## config.mk

```make
export PLATFORM = sky130hd
export DESIGN_NAME = smoothed_gas_index_fan_control
export DESIGN_NICKNAME = d
export VERILOG_FILES = /design/src/hdl/sgfc_pkg.sv /design/src/hdl/sgfc_ctrl.sv /design/src/hdl/sgfc_dp.sv /design/src/hdl/smoothed_gas_index_fan_control.sv
export SDC_FILE = /design/constraint.sdc
export NUM_CORES = 1
export LEC_CHECK = 0
export BUFFER_PORTS_ARGS = -buffer_cell sky130_fd_sc_hd__buf_2
export CELL_PAD_IN_SITES_DETAIL_PLACEMENT = 1
export CELL_PAD_IN_SITES_GLOBAL_PLACEMENT = 2
export CORE_ASPECT_RATIO = 1.1
export CORE_MARGIN = 8
export CORE_UTILIZATION = 44
export DETAILED_ROUTE_END_ITERATION = 16
export HOLD_SLACK_MARGIN = 0.08
export PLACE_DENSITY_LB_ADDON = 0.1
export SYNTH_ARGS = -nofsm -noshare
export SYNTH_HDL_FRONTEND = slang
export SYNTH_SLANG_ARGS = --single-unit
export TNS_END_PERCENT = 100
```

## constraint.sdc

```tcl
create_clock -name clk_i -period 4.4 [get_ports clk_i]
set_input_delay 0.22 -clock clk_i [delete_from_list [all_inputs] [get_ports clk_i]]
set_output_delay 0.22 -clock clk_i [all_outputs]
set_load 0.03 [all_outputs]
```

## src/hdl/sgfc_pkg.sv

```systemverilog
// Types, constants and helper functions of the smoothed gas index block.
package sgfc_pkg;

  localparam int unsigned WINDOW_DEF   = 12;
  localparam int unsigned MV_W         = 12;
  localparam int unsigned IDX_W        = 9;
  localparam int unsigned CAT_W        = 3;
  localparam int unsigned THR_W        = 9;
  localparam int unsigned CFG_IDX_W    = 2;
  localparam int unsigned CFG_DATA_W   = 12;
  localparam int unsigned IN_TDATA_W   = 16;
  localparam int unsigned OUT_TDATA_W  = 32;
  localparam int unsigned OUT_FIELDS_W = MV_W + IDX_W + CAT_W + 2;

  localparam int unsigned MV_PER_POINT = 3;
  localparam int unsigned HYST         = 5;

  localparam logic [IDX_W-1:0] FULL_SCALE_IDX = 9'd500;
  localparam logic [IDX_W-1:0] CAT_LIM_0      = 9'd50;
  localparam logic [IDX_W-1:0] CAT_LIM_1      = 9'd100;
  localparam logic [IDX_W-1:0] CAT_LIM_2      = 9'd150;
  localparam logic [IDX_W-1:0] CAT_LIM_3      = 9'd200;
  localparam logic [IDX_W-1:0] CAT_LIM_4      = 9'd300;

  localparam logic [MV_W-1:0]  BASE_MV_RST    = 12'd1000;
  localparam logic [THR_W-1:0] FAN_THR_RST    = 9'd175;
  localparam logic             AUTO_MODE_RST  = 1'b1;
  localparam logic             MANUAL_FAN_RST = 1'b0;

  typedef enum logic [CFG_IDX_W-1:0] {
    CFG_BASE_MV    = 2'd0,
    CFG_FAN_THR    = 2'd1,
    CFG_AUTO_MODE  = 2'd2,
    CFG_MANUAL_FAN = 2'd3
  } cfg_reg_e;

  typedef enum logic [2:0] {
    ST_IDLE,
    ST_UPDATE,
    ST_MULT,
    ST_AVG_GO,
    ST_AVG_WAIT,
    ST_IDX_GO,
    ST_IDX_WAIT,
    ST_FINISH
  } state_e;

  typedef struct packed {
    logic capture;
    logic update;
    logic mult;
    logic div_start;
    logic div_sel_idx;
    logic save_avg;
    logic save_idx;
    logic emit;
  } dp_cmd_t;

  typedef struct packed {
    logic div_busy;
    logic out_free;
  } dp_stat_t;

  function automatic logic [CAT_W-1:0] category_of(input logic [IDX_W-1:0] idx);
    logic [CAT_W-1:0] cat;
    if (idx <= CAT_LIM_0) cat = 3'd0;
    else if (idx <= CAT_LIM_1) cat = 3'd1;
    else if (idx <= CAT_LIM_2) cat = 3'd2;
    else if (idx <= CAT_LIM_3) cat = 3'd3;
    else if (idx <= CAT_LIM_4) cat = 3'd4;
    else cat = 3'd5;
    return cat;
  endfunction

endpackage

```

## src/hdl/sgfc_ctrl.sv

```systemverilog
// Sequencing state machine of the smoothed gas index block.
module sgfc_ctrl (
  input  logic              clk_i,
  input  logic              rst_ni,
  input  logic              in_valid_i,
  output logic              in_ready_o,
  input  sgfc_pkg::dp_stat_t stat_i,
  output sgfc_pkg::dp_cmd_t  cmd_o
);
  import sgfc_pkg::*;

  state_e state_q, state_d;

  always_ff @(posedge clk_i or negedge rst_ni) begin
    if (!rst_ni) begin
      state_q <= ST_IDLE;
    end else begin
      state_q <= state_d;
    end
  end

  always_comb begin
    state_d    = state_q;
    cmd_o      = '0;
    in_ready_o = 1'b0;
    unique case (state_q)
      ST_IDLE: begin
        in_ready_o = 1'b1;
        if (in_valid_i) begin
          cmd_o.capture = 1'b1;
          state_d       = ST_UPDATE;
        end
      end
      ST_UPDATE: begin
        cmd_o.update = 1'b1;
        state_d      = ST_MULT;
      end
      ST_MULT: begin
        cmd_o.mult = 1'b1;
        state_d    = ST_AVG_GO;
      end
      ST_AVG_GO: begin
        cmd_o.div_start = 1'b1;
        state_d         = ST_AVG_WAIT;
      end
      ST_AVG_WAIT: begin
        if (!stat_i.div_busy) begin
          cmd_o.save_avg = 1'b1;
          state_d        = ST_IDX_GO;
        end
      end
      ST_IDX_GO: begin
        cmd_o.div_start   = 1'b1;
        cmd_o.div_sel_idx = 1'b1;
        state_d           = ST_IDX_WAIT;
      end
      ST_IDX_WAIT: begin
        if (!stat_i.div_busy) begin
          cmd_o.save_idx = 1'b1;
          state_d        = ST_FINISH;
        end
      end
      ST_FINISH: begin
        if (stat_i.out_free) begin
          cmd_o.emit = 1'b1;
          state_d    = ST_IDLE;
        end
      end
      default: state_d = ST_IDLE;
    endcase
  end

endmodule

```

## src/hdl/sgfc_dp.sv

```systemverilog
// Datapath: sample ring, running sum, shared divider, fan logic and output register.
module sgfc_dp #(
  parameter int unsigned WINDOW = sgfc_pkg::WINDOW_DEF
) (
  input  logic                             clk_i,
  input  logic                             rst_ni,
  input  logic                             cfg_we_i,
  input  logic [sgfc_pkg::CFG_IDX_W-1:0]   cfg_idx_i,
  input  logic [sgfc_pkg::CFG_DATA_W-1:0]  cfg_wdata_i,
  input  logic [sgfc_pkg::MV_W-1:0]        sample_i,
  input  sgfc_pkg::dp_cmd_t                cmd_i,
  output sgfc_pkg::dp_stat_t               stat_o,
  output logic                             out_valid_o,
  input  logic                             out_ready_i,
  output logic [sgfc_pkg::OUT_TDATA_W-1:0] out_data_o
);
  import sgfc_pkg::*;

  localparam int unsigned PTR_W  = $clog2(WINDOW);
  localparam int unsigned CNT_W  = $clog2(WINDOW + 1);
  localparam int unsigned SUM_W  = MV_W + $clog2(WINDOW);
  localparam int unsigned BT_W   = MV_W + CNT_W;
  localparam int unsigned DIV_W  = ((SUM_W + 1) / 2) * 2;
  localparam int unsigned ITERS  = DIV_W / 2;
  localparam int unsigned ITER_W = $clog2(ITERS + 1);
  localparam int unsigned DVS_W  = $clog2(MV_PER_POINT * WINDOW + 1);

  // Configuration registers
  logic [MV_W-1:0]  base_mv_q;
  logic [THR_W-1:0] fan_thr_q;
  logic             auto_mode_q;
  logic             manual_fan_q;

  always_ff @(posedge clk_i or negedge rst_ni) begin
    if (!rst_ni) begin
      base_mv_q    <= BASE_MV_RST;
      fan_thr_q    <= FAN_THR_RST;
      auto_mode_q  <= AUTO_MODE_RST;
      manual_fan_q <= MANUAL_FAN_RST;
    end else if (cfg_we_i) begin
      unique case (cfg_reg_e'(cfg_idx_i))
        CFG_BASE_MV:    base_mv_q    <= cfg_wdata_i[MV_W-1:0];
        CFG_FAN_THR:    fan_thr_q    <= cfg_wdata_i[THR_W-1:0];
        CFG_AUTO_MODE:  auto_mode_q  <= cfg_wdata_i[0];
        CFG_MANUAL_FAN: manual_fan_q <= cfg_wdata_i[0];
        default: ;
      endcase
    end
  end

  // Sample ring and window bookkeeping
  logic [MV_W-1:0]  ring_mem [WINDOW];
  logic [MV_W-1:0]  sample_q;
  logic [MV_W-1:0]  old_q;
  logic [PTR_W-1:0] pos_q, pos_d;
  logic             full_q, full_d;
  logic [CNT_W-1:0] count_q, count_d;
  logic [SUM_W-1:0] sum_q, sum_d;
  logic [SUM_W-1:0] drop;
  logic             wrap;

  // The oldest entry is read while the new item is captured; it is only
  // used once the ring has wrapped, so it was always written before.
  always_ff @(posedge clk_i) begin
    if (cmd_i.capture) begin
      sample_q <= sample_i;
      old_q    <= ring_mem[pos_q];
    end
    if (cmd_i.update) begin
      ring_mem[pos_q] <= sample_q;
    end
  end

  always_comb begin
    wrap    = (pos_q == PTR_W'(WINDOW - 1));
    pos_d   = wrap ? '0 : pos_q + PTR_W'(1);
    full_d  = full_q | wrap;
    count_d = full_d ? CNT_W'(WINDOW) : CNT_W'(pos_d);
    drop    = full_q ? SUM_W'(old_q) : '0;
    sum_d   = sum_q - drop + SUM_W'(sample_q);
  end

  always_ff @(posedge clk_i or negedge rst_ni) begin
    if (!rst_ni) begin
      pos_q   <= '0;
      full_q  <= 1'b0;
      count_q <= '0;
      sum_q   <= '0;
    end else if (cmd_i.update) begin
      pos_q   <= pos_d;
      full_q  <= full_d;
      count_q <= count_d;
      sum_q   <= sum_d;
    end
  end

  // Baseline total for the current fill count
  logic [BT_W-1:0] base_total_q;

  always_ff @(posedge clk_i) begin
    if (cmd_i.mult) begin
      base_total_q <= BT_W'(base_mv_q) * BT_W'(count_q);
    end
  end

  // Shared restoring divider, two quotient bits per cycle
  logic [DIV_W-1:0]  quo_q, quo_d;
  logic [DVS_W:0]    rem_q, rem_d;
  logic [DVS_W-1:0]  dvs_q;
  logic [ITER_W-1:0] iter_q;
  logic              busy_q;
  logic [DIV_W-1:0]  dividend;
  logic [DVS_W-1:0]  divisor;
  logic [SUM_W-1:0]  diff;
  logic              diff_pos;

  always_comb begin
    diff_pos = (BT_W'(sum_q) > base_total_q);
    diff     = sum_q - SUM_W'(base_total_q);
    if (cmd_i.div_sel_idx) begin
      dividend = diff_pos ? DIV_W'(diff) : '0;
      divisor  = DVS_W'(count_q) + (DVS_W'(count_q) << 1);
    end else begin
      dividend = DIV_W'(sum_q);
      divisor  = DVS_W'(count_q);
    end
  end

  always_comb begin
    logic [DVS_W:0] shifted;
    quo_d = quo_q;
    rem_d = rem_q;
    for (int k = 0; k < 2; k++) begin
      shifted = {rem_d[DVS_W-1:0], quo_d[DIV_W-1]};
      quo_d   = quo_d << 1;
      if (shifted >= {1'b0, dvs_q}) begin
        rem_d    = shifted - {1'b0, dvs_q};
        quo_d[0] = 1'b1;
      end else begin
        rem_d = shifted;
      end
    end
  end

  always_ff @(posedge clk_i or negedge rst_ni) begin
    if (!rst_ni) begin
      busy_q <= 1'b0;
      iter_q <= '0;
    end else if (cmd_i.div_start) begin
      busy_q <= 1'b1;
      iter_q <= ITER_W'(ITERS);
    end else if (busy_q) begin
      iter_q <= iter_q - ITER_W'(1);
      if (iter_q == ITER_W'(1)) begin
        busy_q <= 1'b0;
      end
    end
  end

  always_ff @(posedge clk_i) begin
    if (cmd_i.div_start) begin
      quo_q <= dividend;
      rem_q <= '0;
      dvs_q <= divisor;
    end else if (busy_q) begin
      quo_q <= quo_d;
      rem_q <= rem_d;
    end
  end

  // Results of the two divisions
  logic [MV_W-1:0]  avg_q;
  logic [IDX_W-1:0] idx_q;

  always_ff @(posedge clk_i) begin
    if (cmd_i.save_avg) begin
      avg_q <= quo_q[MV_W-1:0];
    end
    if (cmd_i.save_idx) begin
      idx_q <= (quo_q > DIV_W'(FULL_SCALE_IDX)) ? FULL_SCALE_IDX : quo_q[IDX_W-1:0];
    end
  end

  // Fan control in auto mode: on at or above the threshold, off at or below threshold
  // minus the hysteresis, which can never be reached for small thresholds.
  logic fan_q, fan_d;
  logic hit_on, hit_off;

  always_comb begin
    hit_on  = (idx_q >= fan_thr_q);
    hit_off = (({1'b0, idx_q} + (THR_W + 1)'(HYST)) <= {1'b0, fan_thr_q});
    if (!auto_mode_q) begin
      fan_d = manual_fan_q;
    end else if (!fan_q && hit_on) begin
      fan_d = 1'b1;
    end else if (fan_q && hit_off) begin
      fan_d = 1'b0;
    end else begin
      fan_d = fan_q;
    end
  end

  always_ff @(posedge clk_i or negedge rst_ni) begin
    if (!rst_ni) begin
      fan_q <= 1'b0;
    end else if (cmd_i.emit) begin
      fan_q <= fan_d;
    end
  end

  // Output register
  logic                   out_valid_q;
  logic [OUT_TDATA_W-1:0] out_data_q;

  always_ff @(posedge clk_i or negedge rst_ni) begin
    if (!rst_ni) begin
      out_valid_q <= 1'b0;
    end else if (cmd_i.emit) begin
      out_valid_q <= 1'b1;
    end else if (out_ready_i) begin
      out_valid_q <= 1'b0;
    end
  end

  always_ff @(posedge clk_i) begin
    if (cmd_i.emit) begin
      out_data_q <= OUT_TDATA_W'({fan_d ^ fan_q, fan_d, category_of(idx_q), idx_q, avg_q});
    end
  end

  assign stat_o.div_busy = busy_q;
  assign stat_o.out_free = !out_valid_q || out_ready_i;
  assign out_valid_o     = out_valid_q;
  assign out_data_o      = out_data_q;

endmodule

```

## src/hdl/smoothed_gas_index_fan_control.sv

```systemverilog
// Top level of the smoothed gas index and fan control block.
// Each item is one sensor reading in millivolts; the block keeps the last WINDOW readings in a
// ring, and for every item returns one result with the moving average, the air index
// (0 to 500, 3 mV per point above the clean-air baseline), its category and the fan state
// with a flag when the fan toggled. Items are handled one at a time: the item is accepted,
// the ring and running sum are updated, the baseline total is formed, then two divisions run
// on a shared divider that retires two quotient bits per cycle; each division is started,
// runs over a dividend of SUM_W = 12 + clog2(WINDOW) bits rounded up to an even width, and
// saves its quotient. The output register is then loaded once it is free. A finished result
// waits in the output register while the next item is accepted. Configuration registers
// must be written through the write port only while the block is idle, which the block
// itself does not enforce; they take effect from the next item.
module smoothed_gas_index_fan_control #(
  parameter int unsigned WINDOW = sgfc_pkg::WINDOW_DEF
) (
  input  logic                             clk_i,
  input  logic                             rst_ni,
  input  logic                             cfg_we_i,
  input  logic [sgfc_pkg::CFG_IDX_W-1:0]   cfg_idx_i,
  input  logic [sgfc_pkg::CFG_DATA_W-1:0]  cfg_wdata_i,
  input  logic                             s_axis_tvalid,
  output logic                             s_axis_tready,
  // sample_mv [11:0], zero padding above
  input  logic [sgfc_pkg::IN_TDATA_W-1:0]  s_axis_tdata,
  output logic                             m_axis_tvalid,
  input  logic                             m_axis_tready,
  // smoothed_mv [11:0], air_index [20:12], category [23:21], fan_on [24],
  // fan_changed [25], zero padding above
  output logic [sgfc_pkg::OUT_TDATA_W-1:0] m_axis_tdata
);
  import sgfc_pkg::*;

  dp_cmd_t  cmd;
  dp_stat_t stat;

  sgfc_ctrl u_ctrl (
    .clk_i      (clk_i),
    .rst_ni     (rst_ni),
    .in_valid_i (s_axis_tvalid),
    .in_ready_o (s_axis_tready),
    .stat_i     (stat),
    .cmd_o      (cmd)
  );

  sgfc_dp #(
    .WINDOW (WINDOW)
  ) u_dp (
    .clk_i       (clk_i),
    .rst_ni      (rst_ni),
    .cfg_we_i    (cfg_we_i),
    .cfg_idx_i   (cfg_idx_i),
    .cfg_wdata_i (cfg_wdata_i),
    .sample_i    (s_axis_tdata[MV_W-1:0]),
    .cmd_i       (cmd),
    .stat_o      (stat),
    .out_valid_o (m_axis_tvalid),
    .out_ready_i (m_axis_tready),
    .out_data_o  (m_axis_tdata)
  );

endmodule

```

== Yosys cells after proc, flatten, opt, wreduce, memory -nomap -nowiden ==
Memories as Yosys holds them, arrays and structs flattened. A register that Yosys moved wholly into a read port is not among the register bits.
Index checks and enable logic that the tools add are counted.
Word-level totals
  bits in registers: 161
  memory bits (writable): 144
  input bits: 35
  output and inout bits: 34
  word-level logic and storage cells: 127
  memories kept: 1
Memory list
  u_dp.ring_mem: words 12, bits a word 12, rd ports 1, clocked after Yosys merged registers in 1, write ports 1, RTL line sgfc_dp.sv:52  | logic [MV_W-1:0] ring_mem [WINDOW];
Operators by class
  add/sub/neg operators: 9
  $mul: 1
  $lt $le $gt $ge: 11
  equality and inequality tests: 16
  mux-type cells: 45
  bitwise operators: 2
  reductions and logical operators: 17
Operators by type and width (count)
  2-to-1 mux 16 bit: 4
  subtractor 16 bit: 2
  2-to-1 mux 1 bit: 26
  case mux 3 bit (8 select lines): 1
  2-to-1 mux 4 bit: 5
  less-or-equal comparator 9 x 8 -> 1 bit (second input constant): 2
  adder 16 x 12 -> 16 bit: 1
  greater-than comparator 16 bit: 1
  greater-than comparator 16 x 9 -> 1 bit (second input constant): 1
  multiplier 12 x 4 -> 16 bit: 1
  greater-or-equal comparator 7 x 6 -> 1 bit: 2
  == test 3 bit (second input constant): 4
  2-to-1 mux 12 bit: 1
  2-to-1 mux 3 bit: 4
  2-to-1 mux 6 bit: 2
  subtractor 6 bit: 2
  adder 9 x 3 -> 10 bit (second input constant): 1
  less-or-equal comparator 10 x 9 -> 1 bit: 1
  greater-or-equal comparator 9 bit: 1
  less-or-equal comparator 9 x 6 -> 1 bit (second input constant): 1
  less-or-equal comparator 9 x 7 -> 1 bit (second input constant): 1
  less-or-equal comparator 9 bit (second input constant): 1
  != test 2 bit (second input constant): 4
  AND reduction 2 bit: 4
  21 further kinds: 28

== Depth between registers and ports, before layout ==
  depth after elaboration: 7
  depth in mapped cells: 18
  gate-level depth less buffers: 17

== By module ==
A second synthesis with hierarchy kept.
Unflattened totals
  cells, all modules: 1352
  area total of the unflattened synthesis: 16893.7 um^2
By module, submodules not included
  sgfc_dp: instances 1, cells an instance 1323, area an instance 16643.5 um^2, seq. area each 9110.0 um^2
  sgfc_ctrl: instances 1, cells an instance 29, area an instance 250.2 um^2, seq. area each 75.1 um^2

== Worst setup path after synthesis ==
No wires, ideal clock.
  path kind: reg-to-reg
  start: reg u_dp.dvs_q[1]
  end: reg u_dp.rem_q[0]
  data arrival time: 3.818 ns
  required time: 4.330 ns
  setup slack: 0.512 ns
  cell stages (with the launch flop): 18
  path buffers: 1
  clock period less this slack: 3.888 ns
  cell sequence: edfxtp_1 -> inv_1 -> ha_1 -> nor2b_1 -> o21ai_1 -> a21boi_1 -> o311a_1 -> nor2_1 -> mux2_2 -> ha_1 -> o21ai_1 -> a21boi_0 -> o21ai_0 -> a31oi_1 -> or3_1 -> buf_2 -> mux2_1 -> a21oi_1
On the way
  word-level cells in the longest chain between the ends: 4
Ends and longest elaborated chain
  start, declared: RTL line sgfc_dp.sv:109  | logic [DVS_W-1:0] dvs_q;
  start signal, assigned: RTL line sgfc_dp.sv:164  | dvs_q <= divisor;
  subtractor 6 bit or greater-or-equal comparator 7 x 6 -> 1 bit (tied branches): RTL line sgfc_dp.sv:137, sgfc_dp.sv:136
  2-to-1 mux 6 bit: RTL line sgfc_dp.sv:136  | if (shifted >= {1'b0, dvs_q}) begin
  greater-or-equal comparator 7 x 6 -> 1 bit (*): RTL line sgfc_dp.sv:136
  2-to-1 mux 6 bit (*): RTL line sgfc_dp.sv:136
  end signal, assigned: RTL line sgfc_dp.sv:167  | rem_q <= rem_d;
  end, declared: RTL line sgfc_dp.sv:108  | logic [DVS_W:0] rem_q, rem_d;
Every way passes the cells marked *; elsewhere a longest branch is shown, timed or not.
A chain may end at the register's enable or synchronous reset.

== Worst setup path after layout ==
Ends and elaborated chain as after synthesis.

==> impl_metrics.yaml <==
placed_design:
  gp_congestion: 0.804
  portBuffers: 58
  hpwl_um: 27700
  post_dp_cell_area_um2: 17600
routing:
  ant_nets: 0
  drc: 0
  dr.pass1.iters: 5
  vias: 10251
  vias_per_cell: 5.27
  wl_per_cell_um: 20.0
  finalWirelength_um: 39000
  first_iter_violations: 389
synthesis:
  synth-main-ff-cell: "edfxtp_1"
  yosysMostFrequentCell: "edfxtp_1"
  synth_edf_count: 253
  yosysTopAreaCell: "edfxtp_1"
  netlist_top_cells_count: "253 x edfxtp_1, 139 x inv_1, 95 x ha_1"
  synth.yosys.seq_area_share: 0.550
  synthCells: 1317
  ys_async_sr_fraction: 0.183
  ys_types: 73
  ys_seq_elements: 317
  syn_avg_cell_area_um2: 12.7
  synthTopCellsByArea: "edfxtp_1 45%, ha_1 7.1%, dfrtp_1 6.7%"
  ys_warn_count: 0
  syn_area_um2: 16700
  synth_top_cell_area_share: 0.455
pwr:
  finalPower_mw: 13.8
  ir_worst_vdd_uv: 487
  p_leak_nw: 7.63
  power_density_nw_per_um2: 721
cts:
  clk-insertion-delay-late_ps: 540
  clock_sinks: 317
  cts_root_buffer: "clkbuf_16"
  cts_setup_buffers: 0
  cts.htree.levels: 2
  tritoncts: "done"
  cts_made_buffers: 37
  cts.path.max_buffers: 3
  path_clk_slew_ps: 60
critical_path:
  cp_common_cell: "o21ai_1"
  r2r-start: "u_dp.dvs_q[1]"
  crit_fanout: 9
  rr_worst_depth: 17
  rrSetupSlack_ps: 280
  cp_data_required_time_ps: 4860
  cp_slowest_stage_delay_ps: 460
  crit_path_end: "u_dp.rem_q[0]"
  cp-start-kind: "flop"
  crit_start: "u_dp.dvs_q[1]"
  slowest_stage: "or3_4"
  crit_chain: "inv_2, ha_1, nor2b_1, o21ai_1, a21boi_1, o311a_1, nor3_2, mux2i_1, ha_1, nor2b_1, o21ai_1, a21boi_0, o21ai_1, a31oi_1, or3_4, mux2_1, a21oi_1"
  cp-end-kind: "flop"
  r2r_end: "u_dp.rem_q[0]"
  critPathKind: "reg -> reg"
  cp.arrival_ps: 4580
floorplan:
  core_area_um2: 37800
  io_pins: 69
  rows: 75
  die_w_um: 202
  initial_core_util: 0.442
  die-height_um: 220
  dieArea_um2: 44500
timing:
  fin_setup_tns_ps: 0
  max_freq_mhz: 243
  maxSlewHeadroom: 0.236
  finClkSkew_ps: 15.5
  rsz0062_at_grt: "no"
  hold_viol: 0
  period_share: 0.936
  setup-violations-final: 0
  drv_slew: 0
  min_period_ps: 4120
  tightest_slew_ps: 1140
grt:
  grt_first_pass_wirelength_um: 63100
  grt_max_degree: 59
  track_usage: 0.180
  grt_pass1_vias: 11243
  grt_antenna_before_repair: 0
  grt-ovfl-total: 0
worst_hold_path:
  worstHoldPathType: "in -> reg"
final_layout:
  n_antenna_cell: 0
  final.fill_count: 3858
  final-seq-area_um2: 9190
  final_cell_area_um2: 19100
  multi_input_area_um2: 6810
  syn2layout_area_growth_pct: 14.6
  utilization: 0.506
  nets: 1586
  drive_gt1_frac: 0.169
job:
  drv_cap: 0
outcome:
  status: "completed"
==> per-layer routing <==
metal  wire length (um)  track usage
met5                  0            0
met4                954       0.0582
met3               1020       0.0242
met2              20600        0.336
met1              16300        0.213
==> placed cells by master (no fill, tap or decap), drive strengths merged, types with 16 or more instances in the layout <==
| cell | Yosys | routed |
|---|---|---|
| a21o | 19 | 19 |
| a21oi | 46 | 46 |
| and2 | 51 | 51 |
| and3 | 20 | 20 |
| buf | 18 | 82 |
| clkbuf | 34 | 48 |
| dfrtp | 45 | 45 |
| dlygate4sd3 | 0 | 29 |
| edfxtp | 253 | 253 |
| fa | 36 | 36 |
| ha | 95 | 95 |
| inv | 139 | 139 |
| mux2 | 30 | 30 |
| mux2i | 16 | 16 |
| mux4 | 36 | 36 |
| nand2 | 81 | 81 |
| nand2b | 18 | 18 |
| nand3 | 16 | 16 |
| nor2 | 80 | 80 |
| nor3 | 17 | 17 |
| o21ai | 67 | 67 |
| xnor2 | 27 | 27 |
| xor2 | 24 | 24 |
==> worst min path at each step <==
| stage | from | endpoint | slack (ps) | cells past startpoint |
|---|---|---|---|---|
| 2_1_floorplan | rst_ni | u_ctrl.state_q[0] | -80 | 0 |
| 3_3_place_gp | s_axis_tdata[2] | u_dp.sample_q[2] | 400 | 1 |
| 3_5_place_dp | s_axis_tdata[10] | u_dp.sample_q[10] | 400 | 1 |
| 4_1_cts | s_axis_tvalid | u_ctrl.state_q[0] | 90 | 4 |
| 5_1_grt | s_axis_tvalid | u_ctrl.state_q[0] | 140 | 4 |
| 6_report | s_axis_tvalid | u_ctrl.state_q[0] | 110 | 4 |
==> repair_timing <==
item / CTS / global route
hold buffers: 29 / 0
resized for setup: 1 / 4
hold endpoints to repair: 82 / 0
endpoints found under the setup margin: 1 / 7
==> sequential cells by signal, indices dropped and copies added, names as in the netlist, 3 cells and up <==
register	count
u_dp.sum_q	16
u_dp.idx_q	9
u_dp.base_mv_q	12
u_dp.ring_mem	144
u_dp.rem_q	6
u_dp.quo_q	16
u_dp.avg_q	12
u_dp.base_total_q	16
u_dp.sample_q	12
u_dp.old_q	12
u_dp.pos_q	4
u_dp.count_q	4
u_dp.out_data_o	26
u_dp.iter_q	4
u_ctrl.state_q	3
u_dp.fan_thr_q	9
u_dp.dvs_q	6
==> layout make-up <==
class / instances / area share
tap: 500 / 0.0327
timing repair buffer: 111 / 0.0397
clock buffer: 48 / 0.0538
sequential: 317 / 0.480
inverter: 139 / 0.0272
multi-input combinational: 814 / 0.356
clock inverter: 18 / 0.0110
==> where the power goes <==
| group | switching (mW) | internal (mW) |
|---|---|---|
| clock | 1.20 | 1.90 |
| combinational | 3.42 | 2.68 |
| sequential | 0.602 | 4.02 |
==> logic make-up (layout without fill, tap and decap cells) <==
kind of cell    count (synthesis)  count (layout)  synth area share
compound gates                218             218            0.0884
xor+xnor                       51              51            0.0267
fa+ha+maj                     131             131             0.114
buf+inv                       191             316            0.0455
flops                         317             317             0.550
mux                            82              82            0.0783
other cells                     1               6          0.000224
simple gates                  326             326            0.0970
==> stage by stage <==
| step | hold WS (ps) | std cells | worst slack, ps |
|---|---|---|---|
| after floorplan | -75.6 | 1322 | 512 |
| final | 112 | 1947 | 280 |
| after detailed placement | 398 | 1852 | 4.40 |
| after global routing | 138 | 1947 | 33.2 |
| after CTS | 89.2 | 1947 | 106 |
| after global placement | 397 | 1852 | 108 |
==> worst max-delay path, delay by kind of cell (launching register included) <==
kind	cells	cell delay, ps
flops	1	390
buf+inv	1	140
compound gates	8	1420
simple gates	4	920
fa+ha+maj	2	550
mux	2	620
Power figures use the tool's default switching activity.
